### src/sv/tpsc_pkg.sv
`timescale 1ns / 1ps
`default_nettype none
// ----------------------------------------------------------------------------
// tpsc_pkg
// Types, constants and the divider step shared by the two-point calibration
// pipeline.
// ----------------------------------------------------------------------------
package tpsc_pkg;

  // Command codes.
  localparam logic CMD_TEMP = 1'b0;
  localparam logic CMD_HUM  = 1'b1;

  // Calibration register indexes.
  localparam int unsigned CFG_IDX_W = 3;
  localparam logic [CFG_IDX_W-1:0] REG_T_LO_PT  = 3'd0;
  localparam logic [CFG_IDX_W-1:0] REG_T_HI_PT  = 3'd1;
  localparam logic [CFG_IDX_W-1:0] REG_T_LO_RAW = 3'd2;
  localparam logic [CFG_IDX_W-1:0] REG_T_HI_RAW = 3'd3;
  localparam logic [CFG_IDX_W-1:0] REG_H_LO_PT  = 3'd4;
  localparam logic [CFG_IDX_W-1:0] REG_H_HI_PT  = 3'd5;
  localparam logic [CFG_IDX_W-1:0] REG_H_LO_RAW = 3'd6;
  localparam logic [CFG_IDX_W-1:0] REG_H_HI_RAW = 3'd7;
  localparam int unsigned CFG_DATA_W = 16;

  // Numerator magnitude stays below 2**27, divisor magnitude below 2**16.
  localparam int unsigned NUM_W = 27;
  localparam int unsigned DEN_W = 16;

  // Quotient bits resolved per divider stage, and the number of stages.
  localparam int unsigned DIV_STEPS  = 3;
  localparam int unsigned DIV_STAGES = NUM_W / DIV_STEPS;

  // Front end stages, divider stages and the output register.
  localparam int unsigned FRONT_STAGES = 4;
  localparam int unsigned LATENCY      = FRONT_STAGES + DIV_STAGES + 1;

  // Saturation limits.
  localparam logic signed [NUM_W:0] TEMP_MAX = 28'sd32767;
  localparam logic signed [NUM_W:0] TEMP_MIN = -28'sd32768;
  localparam logic signed [NUM_W:0] HUM_MAX  = 28'sd100;
  localparam logic signed [NUM_W:0] HUM_MIN  = 28'sd0;

  typedef struct packed {
    logic [9:0]  t_lo_pt;
    logic [9:0]  t_hi_pt;
    logic [15:0] t_lo_raw;
    logic [15:0] t_hi_raw;
    logic [7:0]  h_lo_pt;
    logic [7:0]  h_hi_pt;
    logic [15:0] h_lo_raw;
    logic [15:0] h_hi_raw;
  } cal_set_t;

  // One item in flight through the divider. nq holds the numerator bits not
  // yet consumed in its upper part and the quotient bits in its lower part.
  typedef struct packed {
    logic             cmd;
    logic             err;
    logic             neg;
    logic [DEN_W-1:0] dvs;
    logic [DEN_W-1:0] rem;
    logic [NUM_W-1:0] nq;
  } div_op_t;

  // One restoring division step.
  function automatic div_op_t div_step(div_op_t op);
    logic [DEN_W:0] trial;
    div_op_t        res;
    res = op;
    trial = {op.rem, op.nq[NUM_W-1]};
    res.nq = {op.nq[NUM_W-2:0], 1'b0};
    if (trial >= {1'b0, op.dvs}) begin
      res.rem = DEN_W'(trial - {1'b0, op.dvs});
      res.nq[0] = 1'b1;
    end else begin
      res.rem = trial[DEN_W-1:0];
    end
    return res;
  endfunction

endpackage
`default_nettype wire

### src/sv/tpsc_cfg_regs.sv
`timescale 1ns / 1ps
`default_nettype none
// ----------------------------------------------------------------------------
// tpsc_cfg_regs
// Calibration point registers, written through a plain write port.
// ----------------------------------------------------------------------------
module tpsc_cfg_regs
  import tpsc_pkg::*;
(
  input  wire logic                  clk,
  input  wire logic                  rst_n,
  input  wire logic                  cfg_we,
  input  wire logic [CFG_IDX_W-1:0]  cfg_index,
  input  wire logic [CFG_DATA_W-1:0] cfg_data,
  output cal_set_t                   cal
);

  cal_set_t cal_r;
  cal_set_t cal_nxt;

  always_comb begin
    cal_nxt = cal_r;
    if (cfg_we) begin
      unique case (cfg_index)
        REG_T_LO_PT:  cal_nxt.t_lo_pt  = cfg_data[9:0];
        REG_T_HI_PT:  cal_nxt.t_hi_pt  = cfg_data[9:0];
        REG_T_LO_RAW: cal_nxt.t_lo_raw = cfg_data;
        REG_T_HI_RAW: cal_nxt.t_hi_raw = cfg_data;
        REG_H_LO_PT:  cal_nxt.h_lo_pt  = cfg_data[7:0];
        REG_H_HI_PT:  cal_nxt.h_hi_pt  = cfg_data[7:0];
        REG_H_LO_RAW: cal_nxt.h_lo_raw = cfg_data;
        REG_H_HI_RAW: cal_nxt.h_hi_raw = cfg_data;
        default:      cal_nxt = cal_r;
      endcase
    end
  end

  always_ff @(posedge clk) begin
    if (!rst_n) begin
      cal_r <= '0;
    end else begin
      cal_r <= cal_nxt;
    end
  end

  assign cal = cal_r;

endmodule
`default_nettype wire

### src/sv/tpsc_front.sv
`timescale 1ns / 1ps
`default_nettype none
// ----------------------------------------------------------------------------
// tpsc_front
// Selects the calibration pair, forms the interpolation numerator and
// denominator, and splits them into sign and magnitude for the divider.
// ----------------------------------------------------------------------------
module tpsc_front
  import tpsc_pkg::*;
(
  input  wire logic               clk,
  input  wire logic               rst_n,
  input  wire logic               in_valid,
  input  wire logic               in_command,
  input  wire logic signed [15:0] in_raw_sample,
  input  wire cal_set_t           cal,
  output logic                    op_valid,
  output div_op_t                 op
);

  logic signed [10:0] p0;
  logic signed [10:0] p1;
  logic signed [15:0] r0;
  logic signed [15:0] r1;

  // Stage A: differences.
  logic               vld_a_r;
  logic               cmd_a_r;
  logic signed [10:0] p0_a_r;
  logic signed [10:0] dp_a_r;
  logic signed [16:0] dr_a_r;
  logic signed [16:0] den_a_r;
  logic signed [10:0] dp_a_nxt;
  logic signed [16:0] dr_a_nxt;
  logic signed [16:0] den_a_nxt;

  // Stage B: products.
  logic                 vld_b_r;
  logic                 cmd_b_r;
  logic signed [16:0]   den_b_r;
  logic signed [NUM_W:0] prod0_b_r;
  logic signed [NUM_W:0] prod1_b_r;
  logic signed [NUM_W:0] prod0_b_nxt;
  logic signed [NUM_W:0] prod1_b_nxt;

  // Stage C: numerator.
  logic                  vld_c_r;
  logic                  cmd_c_r;
  logic signed [16:0]    den_c_r;
  logic signed [NUM_W:0] num_c_r;
  logic signed [NUM_W:0] num_c_nxt;

  // Stage D: sign and magnitude.
  logic    vld_d_r;
  div_op_t op_d_r;
  div_op_t op_d_nxt;

  always_comb begin
    if (in_command == CMD_HUM) begin
      // Humidity points are kept in half percent; work in whole percent.
      p0 = {4'b0, cal.h_lo_pt[7:1]};
      p1 = {4'b0, cal.h_hi_pt[7:1]};
      r0 = cal.h_lo_raw;
      r1 = cal.h_hi_raw;
    end else begin
      p0 = {1'b0, cal.t_lo_pt};
      p1 = {1'b0, cal.t_hi_pt};
      r0 = cal.t_lo_raw;
      r1 = cal.t_hi_raw;
    end
    dp_a_nxt  = p1 - p0;
    dr_a_nxt  = 17'(in_raw_sample) - 17'(r0);
    den_a_nxt = 17'(r1) - 17'(r0);
  end

  always_comb begin
    prod0_b_nxt = 28'(p0_a_r) * 28'(den_a_r);
    prod1_b_nxt = 28'(dp_a_r) * 28'(dr_a_r);
  end

  assign num_c_nxt = prod0_b_r + prod1_b_r;

  always_comb begin
    op_d_nxt.cmd = cmd_c_r;
    op_d_nxt.err = (den_c_r == 17'sd0);
    op_d_nxt.neg = num_c_r[NUM_W] ^ den_c_r[16];
    op_d_nxt.dvs = den_c_r[16] ? DEN_W'(-den_c_r) : den_c_r[DEN_W-1:0];
    op_d_nxt.rem = '0;
    op_d_nxt.nq  = num_c_r[NUM_W] ? NUM_W'(-num_c_r) : num_c_r[NUM_W-1:0];
  end

  always_ff @(posedge clk) begin
    if (!rst_n) begin
      vld_a_r <= 1'b0;
      vld_b_r <= 1'b0;
      vld_c_r <= 1'b0;
      vld_d_r <= 1'b0;
    end else begin
      vld_a_r <= in_valid;
      vld_b_r <= vld_a_r;
      vld_c_r <= vld_b_r;
      vld_d_r <= vld_c_r;
    end
  end

  always_ff @(posedge clk) begin
    cmd_a_r   <= in_command;
    p0_a_r    <= p0;
    dp_a_r    <= dp_a_nxt;
    dr_a_r    <= dr_a_nxt;
    den_a_r   <= den_a_nxt;
    cmd_b_r   <= cmd_a_r;
    den_b_r   <= den_a_r;
    prod0_b_r <= prod0_b_nxt;
    prod1_b_r <= prod1_b_nxt;
    cmd_c_r   <= cmd_b_r;
    den_c_r   <= den_b_r;
    num_c_r   <= num_c_nxt;
    op_d_r    <= op_d_nxt;
  end

  assign op_valid = vld_d_r;
  assign op       = op_d_r;

endmodule
`default_nettype wire

### src/sv/tpsc_div_pipe.sv
`timescale 1ns / 1ps
`default_nettype none
// ----------------------------------------------------------------------------
// tpsc_div_pipe
// Pipelined restoring divider on magnitudes: each stage resolves a few
// quotient bits, and one item can enter every cycle.
// ----------------------------------------------------------------------------
module tpsc_div_pipe
  import tpsc_pkg::*;
(
  input  wire logic    clk,
  input  wire logic    rst_n,
  input  wire logic    in_valid,
  input  wire div_op_t in_op,
  output logic         out_valid,
  output div_op_t      out_op
);

  logic [DIV_STAGES-1:0] vld_r;
  div_op_t               stg_r   [DIV_STAGES];
  div_op_t               stg_nxt [DIV_STAGES];
  div_op_t               src     [DIV_STAGES];

  assign src[0] = in_op;

  for (genvar g = 1; g < DIV_STAGES; g++) begin : g_link
    assign src[g] = stg_r[g-1];
  end

  for (genvar g = 0; g < DIV_STAGES; g++) begin : g_stage
    always_comb begin
      stg_nxt[g] = src[g];
      for (int k = 0; k < DIV_STEPS; k++) begin
        stg_nxt[g] = div_step(stg_nxt[g]);
      end
    end

    always_ff @(posedge clk) begin
      stg_r[g] <= stg_nxt[g];
    end
  end

  always_ff @(posedge clk) begin
    if (!rst_n) begin
      vld_r <= '0;
    end else begin
      vld_r <= {vld_r[DIV_STAGES-2:0], in_valid};
    end
  end

  assign out_valid = vld_r[DIV_STAGES-1];
  assign out_op    = stg_r[DIV_STAGES-1];

endmodule
`default_nettype wire

### src/sv/tpsc_finish.sv
`timescale 1ns / 1ps
`default_nettype none
// ----------------------------------------------------------------------------
// tpsc_finish
// Applies the sign to the quotient, saturates to the range of the selected
// quantity (or gives zero on a calibration error) and registers the result.
// ----------------------------------------------------------------------------
module tpsc_finish
  import tpsc_pkg::*;
(
  input  wire logic         clk,
  input  wire logic         rst_n,
  input  wire logic         in_valid,
  input  wire div_op_t      in_op,
  output logic              out_strobe,
  output logic signed [15:0] out_value,
  output logic              out_calib_error
);

  logic signed [NUM_W:0] q_s;
  logic                  strobe_r;
  logic signed [15:0]    value_r;
  logic signed [15:0]    value_nxt;
  logic                  err_r;

  // Magnitude division followed by the sign gives truncation toward zero.
  assign q_s = in_op.neg ? -$signed({1'b0, in_op.nq}) : $signed({1'b0, in_op.nq});

  always_comb begin
    value_nxt = q_s[15:0];
    if (in_op.err) begin
      value_nxt = '0;
    end else if (in_op.cmd == CMD_HUM) begin
      if (q_s > HUM_MAX) begin
        value_nxt = HUM_MAX[15:0];
      end else if (q_s < HUM_MIN) begin
        value_nxt = HUM_MIN[15:0];
      end
    end else begin
      if (q_s > TEMP_MAX) begin
        value_nxt = TEMP_MAX[15:0];
      end else if (q_s < TEMP_MIN) begin
        value_nxt = TEMP_MIN[15:0];
      end
    end
  end

  always_ff @(posedge clk) begin
    if (!rst_n) begin
      strobe_r <= 1'b0;
    end else begin
      strobe_r <= in_valid;
    end
  end

  always_ff @(posedge clk) begin
    value_r <= value_nxt;
    err_r   <= in_op.err;
  end

  assign out_strobe      = strobe_r;
  assign out_value       = value_r;
  assign out_calib_error = err_r;

endmodule
`default_nettype wire

### src/sv/two_point_sensor_calibration_unit.sv
`timescale 1ns / 1ps
`default_nettype none
// The result path runs through 4 front end stages, 9 divider stages of 3
// quotient bits and 1 output stage.
// Throughput: one item per cycle; busy stays low, so start is taken every cycle.
// The result is shown for one cycle under out_strobe; the receiver cannot stall.
// Synchronous active-low reset clears the calibration registers to zero and
// drops every valid bit in the pipeline.
// ----------------------------------------------------------------------------
// two_point_sensor_calibration_unit
// Two-point linear calibration of temperature and humidity samples.
// ----------------------------------------------------------------------------
module two_point_sensor_calibration_unit
  import tpsc_pkg::*;
(
  input  wire logic                  clk,
  input  wire logic                  rst_n,
  input  wire logic                  start,
  output logic                       busy,
  input  wire logic                  in_command,
  input  wire logic signed [15:0]    in_raw_sample,
  output logic                       out_strobe,
  output logic signed [15:0]         out_value,
  output logic                       out_calib_error,
  input  wire logic                  cfg_we,
  input  wire logic [CFG_IDX_W-1:0]  cfg_index,
  input  wire logic [CFG_DATA_W-1:0] cfg_data
);

  cal_set_t cal;
  logic     front_valid;
  div_op_t  front_op;
  logic     div_valid;
  div_op_t  div_op;

  assign busy = 1'b0;

  tpsc_cfg_regs u_cfg (
    .clk       (clk),
    .rst_n     (rst_n),
    .cfg_we    (cfg_we),
    .cfg_index (cfg_index),
    .cfg_data  (cfg_data),
    .cal       (cal)
  );

  tpsc_front u_front (
    .clk           (clk),
    .rst_n         (rst_n),
    .in_valid      (start),
    .in_command    (in_command),
    .in_raw_sample (in_raw_sample),
    .cal           (cal),
    .op_valid      (front_valid),
    .op            (front_op)
  );

  tpsc_div_pipe u_div (
    .clk       (clk),
    .rst_n     (rst_n),
    .in_valid  (front_valid),
    .in_op     (front_op),
    .out_valid (div_valid),
    .out_op    (div_op)
  );

  tpsc_finish u_finish (
    .clk             (clk),
    .rst_n           (rst_n),
    .in_valid        (div_valid),
    .in_op           (div_op),
    .out_strobe      (out_strobe),
    .out_value       (out_value),
    .out_calib_error (out_calib_error)
  );

endmodule
`default_nettype wire

### config.mk
export PLATFORM = sky130hd
export DESIGN_NAME = two_point_sensor_calibration_unit
export DESIGN_NICKNAME = d
export VERILOG_FILES = /design/src/sv/tpsc_pkg.sv /design/src/sv/tpsc_cfg_regs.sv /design/src/sv/tpsc_front.sv /design/src/sv/tpsc_div_pipe.sv /design/src/sv/tpsc_finish.sv /design/src/sv/two_point_sensor_calibration_unit.sv
export SDC_FILE = /design/constraint.sdc
export NUM_CORES = 2
export LEC_CHECK = 0
export ABC_AREA = 1
export BUFFER_PORTS_ARGS = -buffer_cell sky130_fd_sc_hd__buf_2
export CAP_MARGIN = 40
export CELL_PAD_IN_SITES_DETAIL_PLACEMENT = 1
export CELL_PAD_IN_SITES_GLOBAL_PLACEMENT = 2
export CORE_ASPECT_RATIO = 1.2
export CORE_UTILIZATION = 30
export DETAILED_ROUTE_END_ITERATION = 6
export PLACE_DENSITY = 0.61
export SLEW_MARGIN = 10
export SYNTH_ARGS = -nofsm -noshare
export SYNTH_HDL_FRONTEND = slang
export SYNTH_SLANG_ARGS = --single-unit
### constraint.sdc
create_clock -name clk -period 6.2 [get_ports clk]
set_input_delay 1.24 -clock clk [delete_from_list [all_inputs] [get_ports clk]]
set_output_delay 1.24 -clock clk [all_outputs]
set_load 0.005 [all_outputs]
== Word-level counts from Yosys, hierarchy flattened ==
Memory sizes are Yosys's and may differ from the RTL's.
Cells that the tools add are included.
Word-level totals
  bits in registers: 353
  bits of input ports: 40
  bits in latches: 0
  RAM bits: 558
  memories kept: 1
  memory bits (read-only): 0
  output and inout bits: 19
  word-level logic and storage cells: 185
Operators by class
  bitwise logic cells: 1
  equality and inequality tests: 7
  add/sub/neg operators: 34
  magnitude comparators: 31
  multiply operators: 2
  shift-type cells: 0
  multiplexer cells: 66
  reduce and logical (&&, ||, !) cells: 10
  divide/modulo/power cells: 0
Memory list
  u_div.stg_r: words 9, bits a word 62, read ports 9, clocked after Yosys merged registers in 0, write ports 9, line tpsc_div_pipe.sv:20  | div_op_t stg_r [DIV_STAGES];
Operators with widths (count)
  2-to-1 mux 16 bit: 35
  greater-or-equal comparator 17 x 16 -> 1 bit: 26
  subtractor 16 bit: 26
  multiplier 11 x 17 -> 28 bit: 2
  subtractor 16 x 16 -> 17 bit: 2
  adder 28 bit: 1
  > comparator 28 x 16 -> 1 bit (second input constant): 1
  > comparator 28 x 8 -> 1 bit (second input constant): 1
  less-than comparator 28 x 1 -> 1 bit (second input constant): 1
  less-than comparator 28 x 16 -> 1 bit (second input constant): 1
  2-to-1 mux 28 bit: 1
  negation 27 -> 28 bit: 1
  2-to-1 mux 1 bit: 27
  2-to-1 mux 27 bit: 1
  negation 27 bit: 1
  2-to-1 mux 10 bit: 2
  logical NOT 17 bit: 1
  greater-or-equal comparator 1 x 16 -> 1 bit: 1
  negation 16 bit: 1
  AND reduction 2 bit: 8
  subtractor 1 x 16 -> 16 bit: 1
  equality test 3 bit (second input constant): 4
  subtractor 10 x 10 -> 11 bit: 1
  equality test 3 x 2 -> 1 bit (second input constant): 2
  other kinds (3): 3

== Longest topological paths before layout ==
An unclocked memory read counts as a cell.
  depth in word-level cells: 7
  mapped depth: 43
  mapped depth without buffers: 40

== Hierarchy ==
Synthesis repeated with hierarchy kept, for this count alone.
Unflattened totals
  cells, all modules: 10171
  area, all modules: 71030.6 µm²
By module, submodules not included
  tpsc_div_pipe: instances 1, area an instance 39821.9 µm², cells an instance 5743, sequential area each 11350.9 µm²
  tpsc_front: instances 1, area an instance 25365.6 µm², cells an instance 3509, sequential area each 4524.3 µm²
  tpsc_cfg_regs: instances 1, area an instance 3905.0 µm², cells an instance 571, sequential area each 2001.9 µm²
  tpsc_finish: instances 1, area an instance 1926.8 µm², cells an instance 346, sequential area each 360.3 µm²
  two_point_sensor_calibration_unit: instances 1, area an instance 11.3 µm², cells an instance 2, sequential area each 0.0 µm²

== Worst setup path after synthesis ==
OpenSTA, ideal clock, no wires.
  path kind: reg2reg
  from: memory u_div.stg_r[0][417] (netlist bit)
  to: memory u_div.stg_r[0][472] (netlist bit)
  data arrival time: 5.265 ns
  required time: 6.088 ns
  period minus slack after synthesis: 5.377 ns
  library setup time: 0.112 ns
  path buffers: 4
  stages on the path, launching flop included: 38
  slack: 0.823 ns
  path through: dfxtp_1 > inv_1 > ha_1 > a21oi_2 > nor2_1 > o21ai_1 > nand3_2 > nand3_2 > nand3_2 > buf_2 > nand3_1 > o21a_1 > inv_1 > ha_1 > a21oi_1 > o21ai_0 > a21oi_1 > o21ai_1 > [2 not listed] > nand2_2 > nand3_4 > buf_12 > buf_12 > nand2_1 > o21ai_2 > ha_1 > a21oi_1 > nand2_1 > nand3_1 > o2111ai_1 > a21oi_1 > nor2_1 > nor3_2 > nand2_4 > buf_6 > nand2_1 > nand2_1
RTL lines (line)
  start, declared: tpsc_div_pipe.sv:20

== Worst setup path in the final report ==
  from: register u_front.dp_a_r[10]
  to: register u_front.prod1_b_r[26]
On the way
  word-level cells in the longest chain between the ends: 1
RTL lines
  start, declared: line tpsc_front.sv:30  | logic signed [10:0] dp_a_r;
  start signal, assigned: line tpsc_front.sv:109  | dp_a_r <= dp_a_nxt;
  multiplier 11 x 17 -> 28 bit: line tpsc_front.sv:78  | prod1_b_nxt = 28'(dp_a_r) * 28'(dr_a_r);
  net u_front.prod1_b_nxt[26]: line tpsc_front.sv:44  | logic signed [NUM_W:0] prod1_b_nxt;
  end signal, assigned: line tpsc_front.sv:115  | prod1_b_r <= prod1_b_nxt;
  end, declared: line tpsc_front.sv:42  | logic signed [NUM_W:0] prod1_b_r;
The timed path passes the listed nets, and every way through them passes these cells.
A chain may end at the register's enable or synchronous reset.

==> flow_metrics.env <==
export IMPL_status="finished, final reports clean"
export IMPL_worst_path_max_fanout=10
export IMPL_synth_compound_area_frac=0.1114
export IMPL_worstPathRequired_ns=6.86
export IMPL_drv_slew=0
export IMPL_fin_crit_sh=0.9494
export IMPL_drt_pass1_iterations=5
export IMPL_reg2reg_from="u_front.dp_a_r[10]$_DFF_P_"
export IMPL_drcViolationCount=0
export IMPL_whs_ns=0.3190
export IMPL_synth_xor_area_frac=0.06659
export IMPL_hold_viol_final=0
export IMPL_relSlewSlack=0.4288
export IMPL_fin_crit_ns=5.886
export IMPL_rows=183
export IMPL_nFillCells=25200
export IMPL_hold_start="u_div.stg_r[0][439]$_DFF_P_"
export IMPL_critPathArrivalTime_ns=6.54
export IMPL_synth_adder_area_share=0.2355
export IMPL_cp_startpoint="u_front.dp_a_r[10]$_DFF_P_"
export IMPL_fin_ws_ns=0.3140
export IMPL_clock_latency_ns=0.73
export IMPL_hold_path_class="reg -> reg"
export IMPL_drt_wl_total_um=213600
export IMPL_worstMarginPinSlew_ns=0.8556
export IMPL_die_area_um2=210500
export IMPL_holdBufCountCts=0
export IMPL_synth_warnings=0
export IMPL_async_reset_ff_frac=0
export IMPL_cts_sinks=877
export IMPL_antenna_found_initial=6
export IMPL_multi_input_area_um2=39770
export IMPL_finalSetupViolations=0
export IMPL_yosys_area_share_simple=0.2098
export IMPL_path_common_cell="fa_1"
export IMPL_seq_area_um2=17580
export IMPL_grt_usage=0.2026
export IMPL_numCtsBuffers=99
export IMPL_overflow=0
export IMPL_cts_root_buf="clkbuf_16"
export IMPL_path_clk_slew_ns=0.07
export IMPL_cp_slowest_cell="fa_1"
export IMPL_nNetsFinal=9962
export IMPL_post_place_ws_ns=-0.05111
export IMPL_cp_start_kind="register"
export IMPL_cts_max_level=3
export IMPL_wl_per_cell_um=18.08
export IMPL_start_util=0.3020
export IMPL_drt_initial_drc_count=1855
export IMPL_syn_inst=8182
export IMPL_drive_above_1_share=0.1511
export IMPL_area_delta_synth_final_pct=21.06
export IMPL_synth_nets=9188
export IMPL_avgViaCountPerCell=4.612
export IMPL_crit_chain="clkinvlp_4 > buf_4 > or2_2 > fa_1 > inv_1 > fa_1 > fa_1 > fa_1 > fa_1 > ha_1 > nand2_1 > nor4_1 > nand4_1 > nand3_1 > nand4_1 > o211ai_1 > xor2_1"
export IMPL_cts_path_max_buffers=3
export IMPL_crit_buf_inv=3
export IMPL_syn_area_um2=62580
export IMPL_die_w_um=418.9
export IMPL_die_y_um=502.3
export IMPL_synth_distinct_cells=74
export IMPL_synthMuxAreaShare=0.002559
export IMPL_cap_violations=0
export IMPL_core_um2=207200
export IMPL_tritoncts="built"
export IMPL_ios=59
export IMPL_cpPeakStageDelay_ns=0.56
export IMPL_yosysSeqAreaShare=0.2805
export IMPL_final_util=0.3656
export IMPL_synth_area_per_cell_um2=7.649
export IMPL_fmax_mhz=169.9
export IMPL_worstSetupPathType="reg -> reg"
export IMPL_port_buffers=57
export IMPL_ant_nets=0
export IMPL_skew_ns=0.02381
export IMPL_synth_top_family_by_area="adder cells"
export IMPL_synth_edf_count=0
export IMPL_gp_congestion=0.8485
export IMPL_synth_seq_cells=877
export IMPL_dp_hpwl_um=180200
export IMPL_cpLargestDelayFamily="adder cells"
export IMPL_synth_ff_type="dfxtp_1"
export IMPL_first_global_vias=59090
export IMPL_grt_max_degree=66
export IMPL_cp_end_kind="register"
export IMPL_grt_pass1_wl_um=332500
export IMPL_vias=54480
[cell families after synthesis]
kind of cell,after synthesis
and+or+nand+nor,3138
other,1
AOI/OAI and AO/OA,1227
xor gates and xnor gates,475
muxes,16
buffers and inverters,1482
DFF,877
adders and majority gates,966
[path summary, 6_finish.rpt]
path / to / slack (ns) / cells after the start
max: u_front.prod1_b_r[26]$_DFF_P_ / 0.31 / 17
min: u_div.stg_r[0][504]$_DFF_P_ / 0.32 / 0
max reg2reg: u_front.prod1_b_r[26]$_DFF_P_ / 0.31 / 17
min reg2reg: u_div.stg_r[0][504]$_DFF_P_ / 0.32 / 0
[cell usage after synthesis (all sizes together) (7+ instances only)]
cell	instances	area share
a31oi	61	0.0061
nor3	69	0.0061
fa	353	0.11
mux2i	16	0.0026
a221oi	7	0.00098
ha	613	0.12
clkbuf	112	0.0068
a211oi	10	0.0012
nand3	334	0.028
nor2	627	0.039
xor2	277	0.039
nand3b	22	0.0030
or2	47	0.0047
o21ai	443	0.037
xnor2	198	0.028
o2111ai	8	0.0011
buf	80	0.0093
nand2	1956	0.12
nor4	21	0.0021
o21bai	27	0.0034
a21o	44	0.0053
a21oi	539	0.045
inv	1286	0.077
nand4	53	0.0055
o31ai	15	0.0020
dfxtp	877	0.28
a21boi	22	0.0027
o211ai	15	0.0019
o21a	24	0.0029
[final cells by class]
type                    count  share of cell area
diodes                      2          0.00006606
clock buffers             128             0.03666
clock inverters            52            0.009661
inverters                1290             0.06424
multi-input cells        5828              0.5249
flip-flops and latches    877              0.2320
well taps                2775             0.04583
repair buffers            860             0.08658
[cell usage in the layout (no fill, tap or decap), types with 59 or more instances in the layout]
cell / synthesis / final
a21oi_1: 504 / 467
a21oi_2: 34 / 70
a31oi_1: 61 / 60
buf_2: 31 / 59
buf_4: 13 / 776
clkbuf_16: 0 / 101
dfxtp_1: 877 / 859
fa_1: 353 / 353
ha_1: 613 / 594
inv_1: 1271 / 1261
nand2_1: 1910 / 1906
nand3_1: 315 / 314
nor2_1: 615 / 609
o21ai_0: 388 / 354
o21ai_1: 32 / 60
xnor2_1: 198 / 198
xor2_1: 276 / 276
[through the flow]
step | cell area (um^2) | TNS (ns) | cells
after CTS | 74870 | 0 | 11780
final | 75770 | 0 | 11810
after global placement | 71320 | -0.06575 | 11590
after detailed placement | 71350 | -0.3017 | 11600
after floorplan | 62580 | 0 | 8182
after global routing | 75760 | -0.4969 | 11810
[state kept, by name, indices dropped and copies added, names as in the netlist, 11 cells and up]
register            flops
u_div.stg_r           526
u_front.num_c_r        28
u_front.op             46
u_cfg.cal              98
u_front.dr_a_r         17
u_front.den_c_r        17
u_front.prod0_b_r      28
u_finish.out_value     16
u_front.den_a_r        17
u_front.prod1_b_r      28
u_front.den_b_r        17
u_front.dp_a_r         11
[worst reg2reg max path: stages (launching register included)]
cell	delay [ns]
dfxtp_1	0.35
clkinvlp_4	0.21
buf_4	0.20
or2_2	0.28
fa_1	0.56
inv_1	0.06
fa_1	0.51
fa_1	0.53
fa_1	0.53
fa_1	0.53
ha_1	0.45
nand2_1	0.13
nor4_1	0.55
nand4_1	0.24
nand3_1	0.27
nand4_1	0.12
o211ai_1	0.12
xor2_1	0.15
[metal layers]
layer  wire (um)  track usage
met4        7157      0.06758
met1       91920       0.2401
met2      110000       0.3767
met5           0            0
met3        4496      0.02022
[repair_timing]
action,in CTS,in global routing
pin swaps,0,30
cloned,0,8
resized for setup,6,186
setup endpoints to repair,32,139
buffers inserted,0,25
Power is left out: the tool's default activity adds up to more than one toggle a clock period on the data nets, which glitch-free logic cannot reach.
